<file path="src/rtl/lr_pkg.sv">
// ---------------------------------------------------------------------------
// lr_pkg: shared types and constants
// Action codes and the attribute width constant.
// ---------------------------------------------------------------------------
package lr_pkg;

  localparam int ATTR_BITS = 16;

  typedef enum logic {
    ACT_LOAD = 1'b0,
    ACT_STEP = 1'b1
  } action_t;

endpackage

</file>
<file path="src/rtl/lr_if.sv">
// ---------------------------------------------------------------------------
// lr_if: valid/ready channel interfaces
// Input endpoint beat and output pixel beat.
// ---------------------------------------------------------------------------
interface lr_in_if #(
  parameter int COORD_BITS = 12,
  parameter int DEPTH_BITS = 16
);
  logic                         valid;
  logic                         ready;
  logic                         action;
  logic signed [COORD_BITS-1:0] x_start;
  logic signed [COORD_BITS-1:0] y_start;
  logic        [DEPTH_BITS-1:0] z_start;
  logic signed [15:0]           attr_start;
  logic signed [COORD_BITS-1:0] x_end;
  logic signed [COORD_BITS-1:0] y_end;
  logic        [DEPTH_BITS-1:0] z_end;
  logic signed [15:0]           attr_end;
  modport source (output valid, action, x_start, y_start, z_start, attr_start,
                  x_end, y_end, z_end, attr_end, input ready);
  modport sink   (input valid, action, x_start, y_start, z_start, attr_start,
                  x_end, y_end, z_end, attr_end, output ready);
endinterface

interface lr_out_if #(
  parameter int COORD_BITS = 12,
  parameter int DEPTH_BITS = 16
);
  logic                         valid;
  logic                         ready;
  logic signed [COORD_BITS-1:0] out_x;
  logic signed [COORD_BITS-1:0] out_y;
  logic        [DEPTH_BITS-1:0] out_z;
  logic signed [15:0]           out_attr;
  logic                         last;
  modport source (output valid, out_x, out_y, out_z, out_attr, last, input ready);
  modport sink   (input valid, out_x, out_y, out_z, out_attr, last, output ready);
endinterface

</file>
<file path="src/rtl/lr_front.sv">
// ---------------------------------------------------------------------------
// lr_front: segment setup and bresenham walker
// Classifies beats, runs the error-term recurrence, pushes pixel jobs.
// ---------------------------------------------------------------------------
module lr_front #(
  parameter int COORD_BITS = 12,
  parameter int DEPTH_BITS = 16
) (
  input  logic clk,
  input  logic rst_n,
  lr_in_if.sink in_ch,
  // job push toward the queue
  output logic                         job_valid,
  input  logic                         job_ready,
  output logic signed [COORD_BITS-1:0] job_x,
  output logic signed [COORD_BITS-1:0] job_y,
  output logic        [COORD_BITS:0]   job_k,
  output logic        [COORD_BITS:0]   job_d,
  output logic        [DEPTH_BITS-1:0] job_z0,
  output logic        [DEPTH_BITS-1:0] job_z1,
  output logic signed [15:0]           job_a0,
  output logic signed [15:0]           job_a1,
  output logic                         job_last
);
  import lr_pkg::*;

  localparam int PB = COORD_BITS + 1;
  localparam int EB = COORD_BITS + 3;

  logic                 busy_r;
  logic signed [PB-1:0] maj_r, min_r;
  logic signed [EB-1:0] err_r;
  logic        [PB-1:0] cnt_r, dmaj_r, dmin_r;
  logic                 swap_r, mir_r;
  logic [DEPTH_BITS-1:0] z0_r, z1_r;
  logic signed [15:0]    a0_r, a1_r;

  logic sw;
  logic signed [PB-1:0] x0, y0, x1, y1, ym0, ym1, dx, dy, nmaj, nmin;
  logic signed [EB-1:0] nerr;
  logic [PB-1:0] ncnt;
  logic signed [PB-1:0] px, py;
  logic fire, is_load;

  assign is_load = (in_ch.action == ACT_LOAD);
  // a step while idle is consumed without a job
  assign in_ch.ready = job_ready;
  assign fire = in_ch.valid && in_ch.ready;

  always_comb begin
    sw = in_ch.x_start > in_ch.x_end;
    x0 = PB'(sw ? in_ch.x_end : in_ch.x_start);
    y0 = PB'(sw ? in_ch.y_end : in_ch.y_start);
    x1 = PB'(sw ? in_ch.x_start : in_ch.x_end);
    y1 = PB'(sw ? in_ch.y_start : in_ch.y_end);
    ym0 = (y0 > y1) ? -y0 : y0;
    ym1 = (y0 > y1) ? -y1 : y1;
    dx = x1 - x0;
    dy = ym1 - ym0;
    nmin = min_r;
    nerr = err_r;
    if (err_r > 0) begin
      nmin = min_r + PB'(1);
      nerr = err_r - EB'({dmaj_r, 1'b0});
    end
    nerr = nerr + EB'({dmin_r, 1'b0});
    nmaj = maj_r + PB'(1);
    ncnt = cnt_r + PB'(1);
    px = swap_r ? nmin : nmaj;
    py = swap_r ? nmaj : nmin;
    if (mir_r) py = -py;
  end

  always_comb begin
    job_valid = in_ch.valid && (is_load || busy_r);
    job_z0 = is_load ? (sw ? in_ch.z_end : in_ch.z_start) : z0_r;
    job_z1 = is_load ? (sw ? in_ch.z_start : in_ch.z_end) : z1_r;
    job_a0 = is_load ? (sw ? in_ch.attr_end : in_ch.attr_start) : a0_r;
    job_a1 = is_load ? (sw ? in_ch.attr_start : in_ch.attr_end) : a1_r;
    if (is_load) begin
      job_x = COORD_BITS'(x0);
      job_y = COORD_BITS'(y0);
      job_k = '0;
      job_d = '0;
      job_last = ((dy > dx) ? dy : dx) == 0;
    end else begin
      job_x = COORD_BITS'(px);
      job_y = COORD_BITS'(py);
      job_k = ncnt;
      job_d = dmaj_r;
      job_last = ncnt >= dmaj_r;
    end
  end

  always_ff @(posedge clk) begin
    if (!rst_n) begin
      busy_r <= 1'b0;
    end else if (fire) begin
      if (is_load) begin
        busy_r <= ((dy > dx) ? dy : dx) != 0;
        swap_r <= dy > dx;
        mir_r  <= y0 > y1;
        dmaj_r <= (dy > dx) ? dy : dx;
        dmin_r <= (dy > dx) ? dx : dy;
        maj_r  <= (dy > dx) ? ym0 : x0;
        min_r  <= (dy > dx) ? x0 : ym0;
        err_r  <= (dy > dx) ? (EB'({dx, 1'b0}) - EB'(dy)) : (EB'({dy, 1'b0}) - EB'(dx));
        cnt_r  <= '0;
        z0_r <= job_z0; z1_r <= job_z1; a0_r <= job_a0; a1_r <= job_a1;
      end else if (busy_r) begin
        maj_r <= nmaj; min_r <= nmin; err_r <= nerr; cnt_r <= ncnt;
        if (ncnt >= dmaj_r) busy_r <= 1'b0;
      end
    end
  end
endmodule

</file>
<file path="src/rtl/lr_fifo.sv">
// ---------------------------------------------------------------------------
// lr_fifo: small job queue
// Decouples the walker from the interpolator.
// ---------------------------------------------------------------------------
module lr_fifo #(
  parameter int W = 8,
  parameter int DEPTH = 2
) (
  input  logic         clk,
  input  logic         rst_n,
  input  logic         wr_valid,
  output logic         wr_ready,
  input  logic [W-1:0] wr_data,
  output logic         rd_valid,
  input  logic         rd_ready,
  output logic [W-1:0] rd_data
);
  localparam int AB = (DEPTH > 1) ? $clog2(DEPTH) : 1;
  logic [W-1:0] mem_r [DEPTH];
  logic [AB-1:0] wp_r, rp_r;
  logic [AB:0] cnt_r;
  logic wr, rd;
  assign wr_ready = cnt_r != (AB+1)'(DEPTH);
  assign rd_valid = cnt_r != '0;
  assign rd_data = mem_r[rp_r];
  assign wr = wr_valid && wr_ready;
  assign rd = rd_valid && rd_ready;
  always_ff @(posedge clk) begin
    if (!rst_n) begin
      wp_r <= '0; rp_r <= '0; cnt_r <= '0;
    end else begin
      if (wr) begin
        mem_r[wp_r] <= wr_data;
        wp_r <= (wp_r == AB'(DEPTH-1)) ? '0 : wp_r + AB'(1);
      end
      if (rd) rp_r <= (rp_r == AB'(DEPTH-1)) ? '0 : rp_r + AB'(1);
      cnt_r <= cnt_r + (AB+1)'(wr) - (AB+1)'(rd);
    end
  end
endmodule

</file>
<file path="src/rtl/lr_div.sv">
// ---------------------------------------------------------------------------
// lr_div: interpolation back end
// Multiplies (end - start) by k, then a restoring divide, one bit a cycle.
// ---------------------------------------------------------------------------
module lr_div #(
  parameter int COORD_BITS = 12,
  parameter int VB = 16
) (
  input  logic                 clk,
  input  logic                 rst_n,
  input  logic                 start,
  input  logic signed [VB-1:0] a,
  input  logic signed [VB-1:0] b,
  input  logic [COORD_BITS:0]  k,
  input  logic [COORD_BITS:0]  d,
  output logic                 done,
  output logic signed [VB-1:0] res
);
  localparam int NB = VB + COORD_BITS + 2;
  localparam int CB = $clog2(NB + 2);

  typedef enum logic [2:0] {
    S_IDLE = 3'b001, S_MUL = 3'b010, S_DIV = 3'b100
  } dst_t;

  dst_t st_r;
  logic signed [VB:0] diff_r;
  logic [COORD_BITS:0] k_r, d_r;
  logic neg_r;
  logic [NB-1:0] q_r;
  logic [COORD_BITS+1:0] rem_r;
  logic [CB-1:0] n_r;
  logic signed [VB-1:0] a_r;
  logic signed [NB-1:0] prod;
  logic [COORD_BITS+1:0] trial;

  assign prod = NB'(diff_r) * $signed({1'b0, k_r});
  assign trial = {rem_r[COORD_BITS:0], q_r[NB-1]};

  always_ff @(posedge clk) begin
    if (!rst_n) begin
      st_r <= S_IDLE;
      done <= 1'b0;
    end else begin
      done <= 1'b0;
      case (st_r)
        S_IDLE: if (start) begin
          diff_r <= (VB+1)'(b) - (VB+1)'(a);
          a_r <= a; k_r <= k; d_r <= d;
          if (d == '0) begin
            res <= a; done <= 1'b1;
          end else st_r <= S_MUL;
        end
        S_MUL: begin
          neg_r <= prod[NB-1];
          q_r <= prod[NB-1] ? -prod : prod;
          rem_r <= '0;
          n_r <= CB'(NB);
          st_r <= S_DIV;
        end
        S_DIV: begin
          if (n_r == '0) begin
            res <= a_r + VB'(neg_r ? -q_r : q_r);
            done <= 1'b1;
            st_r <= S_IDLE;
          end else begin
            if (trial >= (COORD_BITS+2)'(d_r)) begin
              rem_r <= trial - (COORD_BITS+2)'(d_r);
              q_r <= {q_r[NB-2:0], 1'b1};
            end else begin
              rem_r <= trial;
              q_r <= {q_r[NB-2:0], 1'b0};
            end
            n_r <= n_r - CB'(1);
          end
        end
        default: st_r <= S_IDLE;
      endcase
    end
  end
endmodule

</file>
<file path="src/rtl/line_rasterizer.sv">
// ---------------------------------------------------------------------------
// line_rasterizer: bresenham line with depth and attribute interpolation
// Walker front end, job queue, serial divide back end, registered output.
// ---------------------------------------------------------------------------
// a load beat's start pixel passes the queue and the dividers, which skip the
//   divide; a step beat's pixel goes through the multiply, then one quotient bit a cycle
// the back end pops the next job only after the bit-serial interpolation divide
//   is done and the held output pixel has been accepted
// reset: synchronous active-low rst_n clears walker, queue and output valid
module line_rasterizer #(
  parameter int COORD_BITS = 12,
  parameter int DEPTH_BITS = 16
) (
  input logic clk,
  input logic rst_n,
  lr_in_if.sink    in_ch,
  lr_out_if.source out_ch
);
  import lr_pkg::*;

  localparam int JW = 2*COORD_BITS + 2*(COORD_BITS+1) + 2*DEPTH_BITS + 2*ATTR_BITS + 1;
  localparam int VB = (DEPTH_BITS + 1 > ATTR_BITS) ? DEPTH_BITS + 1 : ATTR_BITS;

  logic                         jv, jr;
  logic signed [COORD_BITS-1:0] jx, jy;
  logic        [COORD_BITS:0]   jk, jd;
  logic        [DEPTH_BITS-1:0] jz0, jz1;
  logic signed [15:0]           ja0, ja1;
  logic                         jl;

  // front end: classify beats and walk the segment
  lr_front #(.COORD_BITS(COORD_BITS), .DEPTH_BITS(DEPTH_BITS)) u_front (
    .clk, .rst_n, .in_ch,
    .job_valid(jv), .job_ready(jr), .job_x(jx), .job_y(jy), .job_k(jk),
    .job_d(jd), .job_z0(jz0), .job_z1(jz1), .job_a0(ja0), .job_a1(ja1),
    .job_last(jl)
  );

  logic [JW-1:0] qd;
  logic          qv, qr;

  // queue of pixel jobs between walker and interpolator
  lr_fifo #(.W(JW), .DEPTH(4)) u_q (
    .clk, .rst_n, .wr_valid(jv), .wr_ready(jr),
    .wr_data({jx, jy, jk, jd, jz0, jz1, ja0, ja1, jl}),
    .rd_valid(qv), .rd_ready(qr), .rd_data(qd)
  );

  logic signed [COORD_BITS-1:0] qx, qy;
  logic        [COORD_BITS:0]   qk, qdd;
  logic        [DEPTH_BITS-1:0] qz0, qz1;
  logic signed [15:0]           qa0, qa1;
  logic                         ql;
  assign {qx, qy, qk, qdd, qz0, qz1, qa0, qa1, ql} = qd;

  // back end sequencing: pop a job, run both divides, hold the pixel
  logic              run_r, go;
  logic              zdone, adone;
  logic signed [VB-1:0] zres, ares;

  assign go = qv && !run_r && !out_ch.valid;
  assign qr = go;

  always_ff @(posedge clk) begin
    if (!rst_n) begin
      run_r <= 1'b0;
      out_ch.valid <= 1'b0;
    end else begin
      if (go) begin
        run_r <= 1'b1;
        out_ch.out_x <= qx;
        out_ch.out_y <= qy;
        out_ch.last  <= ql;
      end
      // both dividers share the job, so they finish together
      if (run_r && zdone && adone) begin
        run_r <= 1'b0;
        out_ch.valid <= 1'b1;
        out_ch.out_z <= DEPTH_BITS'(zres);
        out_ch.out_attr <= 16'(ares);
      end
      if (out_ch.valid && out_ch.ready) out_ch.valid <= 1'b0;
    end
  end

  lr_div #(.COORD_BITS(COORD_BITS), .VB(VB)) u_zdiv (
    .clk, .rst_n, .start(go),
    .a(VB'({1'b0, qz0})), .b(VB'({1'b0, qz1})), .k(qk), .d(qdd),
    .done(zdone), .res(zres)
  );

  lr_div #(.COORD_BITS(COORD_BITS), .VB(VB)) u_adiv (
    .clk, .rst_n, .start(go),
    .a(VB'(qa0)), .b(VB'(qa1)), .k(qk), .d(qdd),
    .done(adone), .res(ares)
  );
endmodule

</file>
<file path="src/flat_wrapper.sv">
// flat-port wrapper written by rule: the top's interface ports become plain ports
module line_rasterizer_flat import lr_pkg::*;
#(
  parameter int COORD_BITS = 12,
  parameter int DEPTH_BITS = 16
)
  (clk, rst_n, in_ch_valid, in_ch_action, in_ch_x_start, in_ch_y_start, in_ch_z_start, in_ch_attr_start, in_ch_x_end, in_ch_y_end, in_ch_z_end, in_ch_attr_end, in_ch_ready, out_ch_valid, out_ch_out_x, out_ch_out_y, out_ch_out_z, out_ch_out_attr, out_ch_last, out_ch_ready);
  lr_in_if #(.COORD_BITS(COORD_BITS), .DEPTH_BITS(DEPTH_BITS)) in_ch_i ();
  lr_out_if #(.COORD_BITS(COORD_BITS), .DEPTH_BITS(DEPTH_BITS)) out_ch_i ();
  input logic clk;
  input logic rst_n;
  input wire logic [$bits(in_ch_i.valid)-1:0] in_ch_valid;
  input wire logic [$bits(in_ch_i.action)-1:0] in_ch_action;
  input wire logic [$bits(in_ch_i.x_start)-1:0] in_ch_x_start;
  input wire logic [$bits(in_ch_i.y_start)-1:0] in_ch_y_start;
  input wire logic [$bits(in_ch_i.z_start)-1:0] in_ch_z_start;
  input wire logic [$bits(in_ch_i.attr_start)-1:0] in_ch_attr_start;
  input wire logic [$bits(in_ch_i.x_end)-1:0] in_ch_x_end;
  input wire logic [$bits(in_ch_i.y_end)-1:0] in_ch_y_end;
  input wire logic [$bits(in_ch_i.z_end)-1:0] in_ch_z_end;
  input wire logic [$bits(in_ch_i.attr_end)-1:0] in_ch_attr_end;
  output wire logic [$bits(in_ch_i.ready)-1:0] in_ch_ready;
  output wire logic [$bits(out_ch_i.valid)-1:0] out_ch_valid;
  output wire logic [$bits(out_ch_i.out_x)-1:0] out_ch_out_x;
  output wire logic [$bits(out_ch_i.out_y)-1:0] out_ch_out_y;
  output wire logic [$bits(out_ch_i.out_z)-1:0] out_ch_out_z;
  output wire logic [$bits(out_ch_i.out_attr)-1:0] out_ch_out_attr;
  output wire logic [$bits(out_ch_i.last)-1:0] out_ch_last;
  input wire logic [$bits(out_ch_i.ready)-1:0] out_ch_ready;
  assign in_ch_i.valid = in_ch_valid;
  assign in_ch_i.action = in_ch_action;
  assign in_ch_i.x_start = in_ch_x_start;
  assign in_ch_i.y_start = in_ch_y_start;
  assign in_ch_i.z_start = in_ch_z_start;
  assign in_ch_i.attr_start = in_ch_attr_start;
  assign in_ch_i.x_end = in_ch_x_end;
  assign in_ch_i.y_end = in_ch_y_end;
  assign in_ch_i.z_end = in_ch_z_end;
  assign in_ch_i.attr_end = in_ch_attr_end;
  assign in_ch_ready = in_ch_i.ready;
  assign out_ch_valid = out_ch_i.valid;
  assign out_ch_out_x = out_ch_i.out_x;
  assign out_ch_out_y = out_ch_i.out_y;
  assign out_ch_out_z = out_ch_i.out_z;
  assign out_ch_out_attr = out_ch_i.out_attr;
  assign out_ch_last = out_ch_i.last;
  assign out_ch_i.ready = out_ch_ready;
  line_rasterizer #(.COORD_BITS(COORD_BITS), .DEPTH_BITS(DEPTH_BITS)) u_core (.clk(clk), .rst_n(rst_n), .in_ch(in_ch_i), .out_ch(out_ch_i));
endmodule
</file>
<file path="config.mk">
export PLATFORM = sky130hd
export DESIGN_NAME = line_rasterizer_flat
export DESIGN_NICKNAME = d
export VERILOG_FILES = /design/src/rtl/lr_pkg.sv /design/src/rtl/lr_if.sv /design/src/rtl/lr_front.sv /design/src/rtl/lr_fifo.sv /design/src/rtl/lr_div.sv /design/src/rtl/line_rasterizer.sv /design/src/flat_wrapper.sv
export SDC_FILE = /design/constraint.sdc
export NUM_CORES = 2
export LEC_CHECK = 0
export BUFFER_PORTS_ARGS = -buffer_cell sky130_fd_sc_hd__buf_2
export CAP_MARGIN = 30
export CORE_AREA = 2 2 542 409
export DETAILED_ROUTE_END_ITERATION = 10
export DIE_AREA = 0 0 544 411
export PLACE_DENSITY = 0.56
export SLEW_MARGIN = 20
export SYNTH_ARGS = -nofsm -noshare
export SYNTH_HDL_FRONTEND = slang
export SYNTH_SLANG_ARGS = --single-unit
</file>
<file path="constraint.sdc">
create_clock -name clk -period 12.1 [get_ports clk]
set_input_delay 0 -clock clk [delete_from_list [all_inputs] [get_ports clk]]
set_output_delay 0 -clock clk [all_outputs]
set_load 0.02 [all_outputs]
</file>
After elaboration in Yosys (flattened, before gate mapping)
Memory sizes are Yosys's and may differ from the RTL's. A register that Yosys moved wholly into a read port is not among the register bits.
Index checks and enable logic that the tools add are counted.
Widths: inputs -> output; s select.
{"block": "word_totals", "regBits": 473, "mem_bits_rw": 460, "in_bits": 117, "out_inout_bits": 59, "word_cells": 230, "mem_count": 1}
{"block": "op_classes", "add_sub_neg": 28, "mul": 2, "order_cmp": 7, "eq_ne": 20, "n_mux": 87, "bitwise_logic": 2, "reduce_logical": 38}
{"memory": "u_core.u_q.mem_r", "words": 4, "width": 115, "rd": 1, "rd_clocked_by_memory_dff": 1, "write_ports": 1, "line": "lr_fifo.sv:19", "source": "logic [W-1:0] mem_r [DEPTH];"}
{"cell": "$mux 13", "n": 22}
{"cell": "$mux 16", "n": 16}
{"cell": "$mux 31", "n": 4}
{"cell": "$pmux 31 s2", "n": 2}
{"cell": "$pmux 16 s2", "n": 2}
{"cell": "$mul 17x14->31", "n": 2}
{"cell": "$neg 31->31", "n": 2}
{"cell": "$mux 12", "n": 5}
{"cell": "$mux 15", "n": 4}
{"cell": "$pmux 13 s2", "n": 2}
{"cell": "$sub 13x13->13", "n": 4}
{"cell": "$sub 16x16->17", "n": 2}
{"cell": "$add 16x16->16", "n": 2}
{"cell": "$logic_not 32->1", "n": 1}
{"cell": "$mux 32", "n": 1}
{"cell": "$neg 16->16", "n": 2}
{"cell": "$reduce_bool 32->1", "n": 1}
{"cell": "$sub 14x15->15", "n": 2}
{"cell": "$ge 14x13->1", "n": 2}
{"cell": "$add 13x2->13 const B", "n": 2}
{"cell": "$gt 13x13->1", "n": 2}
{"cell": "$neg 13->13", "n": 2}
{"cell": "$pmux 6 s2", "n": 2}
{"cell": "$reduce_and 3->1", "n": 8}
{"cell": "other kinds (35)", "n": 90}

Depth between registers and ports, before layout
{"block": "depth", "word_depth": 9, "mapped_depth": 42, "depth_no_buf": 35}

By module
Synthesis repeated with hierarchy kept, for this count alone.
{"block": "unflattened", "cells_unflattened": 6055, "area_unflattened_um2": 67533.5}
{"mod": "lr_div at u_core.u_adiv", "instances": 1, "cells_per_inst": 1818, "area_per_inst_um2": 17082.6, "seq_area_each_um2": 3953.8}
{"mod": "lr_fifo", "instances": 1, "cells_per_inst": 652, "area_per_inst_um2": 17052.6, "seq_area_each_um2": 13993.4}
{"mod": "lr_div at u_core.u_zdiv", "instances": 1, "cells_per_inst": 1799, "area_per_inst_um2": 16931.2, "seq_area_each_um2": 3953.8}
{"mod": "lr_front", "instances": 1, "cells_per_inst": 1717, "area_per_inst_um2": 14639.0, "seq_area_each_um2": 4344.2}
{"mod": "line_rasterizer", "instances": 1, "cells_per_inst": 69, "area_per_inst_um2": 1828.0, "seq_area_each_um2": 1751.7}

Least setup slack after synthesis
OpenSTA, ideal clock, no wires.
{"block": "synth_path", "path_kind": "reg2reg", "start": "reg u_core.u_q.cnt_r[1]", "end": "reg u_core.u_front.busy_r", "setup_time_ns": 0.093, "arrival_ns": 7.653, "required_ns": 12.007, "slack_ns": 4.354, "stages_incl_launch_ff": 6, "path_buffers": 0, "synth_period_minus_slack_ns": 7.746, "cell_sequence": "dfxtp_1 nor2_1 nand2_1 nand2_1 nor3_1 a32o_1"}
{"block": "synth_via", "elab_chain_len": 2}
{"element": "start, declared", "line": "lr_fifo.sv:21", "source": "logic [AB:0] cnt_r;"}
{"element": "start signal, assigned", "line": "lr_fifo.sv:37", "source": "cnt_r <= cnt_r + (AB+1)'(wr) - (AB+1)'(rd);"}
{"element": "$ne 3x3->1", "line": "lr_fifo.sv:23", "source": "assign wr_ready = cnt_r != (AB+1)'(DEPTH);"}
{"element": "via in_ch_ready", "line": "flat_wrapper.sv:22", "source": "output wire logic [$bits(in_ch_i.ready)-1:0] in_ch_ready;"}
{"element": "$logic_and 1x1->1", "line": "lr_front.sv:48", "source": "assign fire = in_ch.valid && in_ch.ready;"}
{"element": "end signal, assigned", "line": "lr_front.sv:97", "source": "busy_r <= 1'b0;"}
{"element": "end signal, assigned", "line": "lr_front.sv:100", "source": "busy_r <= ((dy > dx) ? dy : dx) != 0;"}
{"element": "end signal, assigned", "line": "lr_front.sv:112", "source": "if (ncnt >= dmaj_r) busy_r <= 1'b0;"}
{"element": "end, declared", "line": "lr_front.sv:30", "source": "logic busy_r;"}
The timed path passes the listed nets, and every way through them passes these cells.
A chain may end at the register's enable or synchronous reset.

Final worst setup path
{"block": "layout_path", "start": "in in_ch_x_start[7]", "end": "reg u_core.u_front.maj_r[0] (data pin)"}
{"block": "layout_via", "elab_chain_len": 8, "elab_cells_between_ends": 15, "cone_classes": "add/sub: 4; order compare: 3; mux: 8"}
{"element": "start, declared", "line": "flat_wrapper.sv:14", "source": "input wire logic [$bits(in_ch_i.x_start)-1:0] in_ch_x_start;"}
{"element": "$gt 12x12->1", "line": "lr_front.sv:51", "source": "sw = in_ch.x_start > in_ch.x_end;"}
{"element": "$mux 13 (on tied branches)", "line": "lr_front.sv:55, lr_front.sv:53"}
{"element": "$neg 13->13 (tied with other cells)", "line": "lr_front.sv:57", "source": "ym1 = (y0 > y1) ? -y1 : y1;"}
{"element": "$mux 13 (on tied branches)", "line": "lr_front.sv:57, lr_front.sv:56"}
{"element": "$sub 13x13->13", "line": "lr_front.sv:59", "source": "dy = ym1 - ym0;"}
{"element": "$gt 13x13->1", "line": "lr_front.sv:105", "source": "maj_r <= (dy > dx) ? ym0 : x0;"}
{"element": "$mux 13 (*)", "line": "lr_front.sv:105"}
{"element": "$mux 13 (*)", "line": "lr_front.sv:99", "source": "if (is_load) begin"}
{"element": "end signal, assigned", "line": "lr_front.sv:105"}
{"element": "end signal, assigned", "line": "lr_front.sv:111", "source": "maj_r <= nmaj; min_r <= nmin; err_r <= nerr; cnt_r <= ncnt;"}
{"element": "end, declared", "line": "lr_front.sv:31", "source": "logic signed [PB-1:0] maj_r, min_r;"}
Every way passes the cells marked *; elsewhere a longest branch is shown, timed or not.

==> qor_table.md <==
| Step | Item | Reported |
| --- | --- | --- |
| yosys | Average instance area after synthesis | 11.3 um2 |
| critical path | Arrival @ worst endpoint | 9630 ps |
| die | Number of I/O pins | 176 |
| sta | Count of final setup violators | 0 |
| critical path | Setup Crit Path Kind | input pin to flop |
| die | Starting Density | 0.298 |
| grt | Wire length of the first global-routing pass | 257 mm |
| outcome | Status | complete, no violations |
| routing | Average routed wire per standard cell | 18.0 um |
| cts | Number of buffers added by the clock tree synthesis step | 105 |
| grt | Pin count of the biggest net entering global routing | 84 |
| grt | Total GRT Usage | 0.146 |
| routing | Post-detailed-route DRC marker count | 0 |
| die | Row count | 149 |
| routing | Vias per cell | 4.82 |
| sta | RSZ-0062 raised after global routing | no |
| layout | NumNets Final | 6,891 |
| sta | Number of pins with negative max-slew slack in the final report | 0 |
| sta | Max Fclk | 0.110 GHz |
| yosys | FF+latch count, synth | 933 |
| layout | Area growth from synthesis to layout | 13.6% |
| die | Die area | 224,000 um2 |
| sta | Final setup skew | 41.9 ps |
| routing | Total detailed-routing wirelength | 163 mm |
| placed design | Post-detail-place hpwl | 120 mm |
| critical path | Family with the most delay on the worst path | compound AO/OA/AOI/OAI gates |
| sta | Measured slew at the worst slew-check pin | 1070 ps |
| critical path | Maximum fanout encountered on the critical timing path | 54 |
| layout | Share of final-layout standard cells stronger than drive strength 1 | 0.0998 |
| die | Width of the die | 544 um |
| critical path | Stage delay of the slowest cell on the critical path | 550 ps |
| yosys | Post-synthesis cell count | 5,775 |
| yosys | Distinct cell type count of the synthesized netlist | 92 |
| sta | Relative slew slack | 0.286 |
| layout | Number of non-filler instances in the completed layout | 9,010 |
| yosys | Synthesized netlist net count | 6,689 |
| cts | H-tree depth | 3 |
| yosys | Number of warnings issued by yosys | 0 |
| sta | Portion of the clock cycle consumed by the worst path in the final layout | 0.749 |
| critical path | Endpoint type of the worst setup path | flop |
| grt | Antenna violations before repair | 6 |
| hold path | Worst hold path class | input pin to flop |
| job | Max capacitance violation total | 0 |
| cts | Maximum number of buffers from clock root to sink | 3 |
| cts | Clock slew at reported path FFs | 60 ps |
| critical path | Critical Path RT | 12,670 ps |
| placed design | Gpl congestion | 0.869 |
| placed design | Number of input and output port buffers inserted | 175 |
| layout | Most frequent standard cell in the layout excluding fill and tap cells | edfxtp_1 |
| yosys | Mapped Area | 65,200 um2 |
| yosys | Share of synthesized registers carrying an async set or reset | 0 |
| die | Die Span Y | 411 um |
| sta | Final hold vios | 0 |
| sta | Min cycle time layout | 9060 ps |
| placed design | Post-placement worst setup slack | 2590 ps |
| cts | Clock Sink Count | 933 |
| cts | Post-CTS Resized | 0 |
| routing | Initial drt markers | 3,188 |
| routing | Post-route ant nets | 0 |
| yosys | Sequential share of the synthesized area | 0.426 |
| cts | Clock tree from TritonCTS | yes |
| layout | Top library cells by usage in the layout, fill and taps aside | edfxtp_1, inv_1, nand2_1 |
| grt | Via count of the first global-routing pass | 44,000 |
| critical path | Flop2flop setup slack | 3740 ps |
| yosys | Count of flip-flops with a built-in enable after synthesis | 913 |
| routing | Vias post-DR | 43,400 |
| grt | Sum of overflow across all layers after global routing | 0 |
| sta | Total Negative Setup Slacks | 0 ps |
| placed design | Placed instance count | 8,719 |
| yosys | Top FF cell, synth | edfxtp_1 |
| critical path | Kind of launch point of the worst setup path | input pin |
| critical path | Cell at the slowest stage of the critical path | buf_4 |
| routing | Number of optimization iterations in the first detailed-route pass | 6 |
| layout | Layout fillers | 21,500 |
| sta | Final critical-path setup slack | 3040 ps |
| die | Area of the placeable core | 219,000 um2 |
| cts | Skew-Pair Late Insertion Delay | 730 ps |
| critical path | Bufs and invs on worst path | 6 |
| cts | Cell at the root of the clock tree | clkbuf_16 |
[synth_stat cells (9+ instances only)]
master	number	area (um2)
nand2b_1	36	225
nand2_1	563	2110
fa_1	438	8770
xnor2_1	228	2000
o31ai_1	28	210
mux2i_1	161	1610
a21o_1	56	420
xor2_1	107	937
ha_1	359	4490
nor2b_1	49	307
nand4_1	26	163
or4_1	10	75.1
buf_2	10	50.1
and4_1	9	78.8
a21oi_1	270	1350
o211ai_1	14	105
edfxtp_1	913	27400
mux4_2	115	2590
nor4_1	17	106
o41ai_1	11	96.3
and2_1	280	1750
nor3_1	73	365
a31oi_1	27	169
nor2_1	325	1220
or2_2	17	106
clkbuf_1	193	724
buf_1	24	90.1
and3_1	25	156
inv_1	681	2560
o21ai_0	286	1430
o21bai_1	40	300
nand3_1	65	325
o21a_1	25	188
a21boi_0	31	233
mux2_2	30	338
a211o_1	16	140
a211oi_1	33	248
dfxtp_1	20	400
or3_1	22	138
[registers in the layout, indices dropped and copies added (netlist names), 15 cells and up, named ones only]
| signal | cells |
|---|---|
| u_core.out_ch.out_attr | 16 |
| u_core.out_ch.out_z | 16 |
| u_core.u_adiv.a_r | 16 |
| u_core.u_adiv.diff_r | 17 |
| u_core.u_adiv.q_r | 31 |
| u_core.u_adiv.res | 16 |
| u_core.u_front.a0_r | 16 |
| u_core.u_front.a1_r | 16 |
| u_core.u_front.err_r | 15 |
| u_core.u_front.z0_r | 16 |
| u_core.u_front.z1_r | 16 |
| u_core.u_q.mem_r | 460 |
| u_core.u_zdiv.a_r | 16 |
| u_core.u_zdiv.diff_r | 17 |
| u_core.u_zdiv.q_r | 31 |
| u_core.u_zdiv.res | 16 |
[layer usage]
metal / GRT usage / vias to the layer above / share of wire
met5: 0 / - / 0
met3: 0.0208 / 164 / 0.055
met2: 0.225 / 1035 / 0.44
met4: 0.0357 / 0 / 0.019
li1: - / 20400 / -
met1: 0.215 / 21800 / 0.48
[layout make-up]
class                           count  area [um2]  share of cell area
Multi-Input combinational cell   3922       34000               0.460
Sequential cell                   933       27800               0.376
Tap cell                         2944        3680              0.0497
Clock buffer                      125        2730              0.0369
Inverter                          689        2590              0.0349
Timing Repair Buffer              326        2320              0.0313
Clock inverter                     70         883              0.0119
Antenna cell                        1        2.50           0.0000338
[path summary, 6_finish.rpt]
path                             start                         to  cells after the start
hold / removal         in_ch_z_end[15]    u_core.u_front.z1_r[15]                      3
hold reg to reg   u_core.u_adiv.res[2]  u_core.out_ch.out_attr[2]                      0
setup / recovery      in_ch_x_start[7]    u_core.u_front.maj_r[0]                     36
setup reg to reg  u_core.u_zdiv.k_r[2]      u_core.u_zdiv.q_r[30]                     24
[metrics by stage]
stage / hold slack (ps) / utilization / area [um2]
after floorplan: 196 / - / 65200
after global placement: 350 / 0.317 / 69400
after detailed placement: 355 / 0.318 / 69500
after CTS: 0.829 / 0.338 / 74000
after global routing: 53.9 / 0.339 / 74100
final: 43.5 / 0.339 / 74100
[timing repair]
item,CTS,global route
buffers inserted,0,0
endpoints found under the hold margin,270,0
hold buffers,89,0
[logic make-up (layout without fill, tap and decap cells)]
group	Yosys count	in the layout	synth area share
simple gates	1547	1547	0.113
xor+xnor	337	337	0.0455
buf+inv	920	1210	0.0535
fa+ha+maj	805	805	0.204
mux	306	306	0.0696
flops	933	933	0.426
compound gates	927	927	0.0876
other cells	0	1	0
[worst min-delay path: cells and delay by family]
| kind | cells | cell delay [ps] |
|---|---|---|
| AO/OA/AOI/OAI | 1 | 220 |
| buffers and inverters | 1 | 110 |
| multiplexers | 1 | 180 |
Power is left out: the tool's default activity adds up to more than one toggle a clock period on the data nets, which glitch-free logic cannot reach.
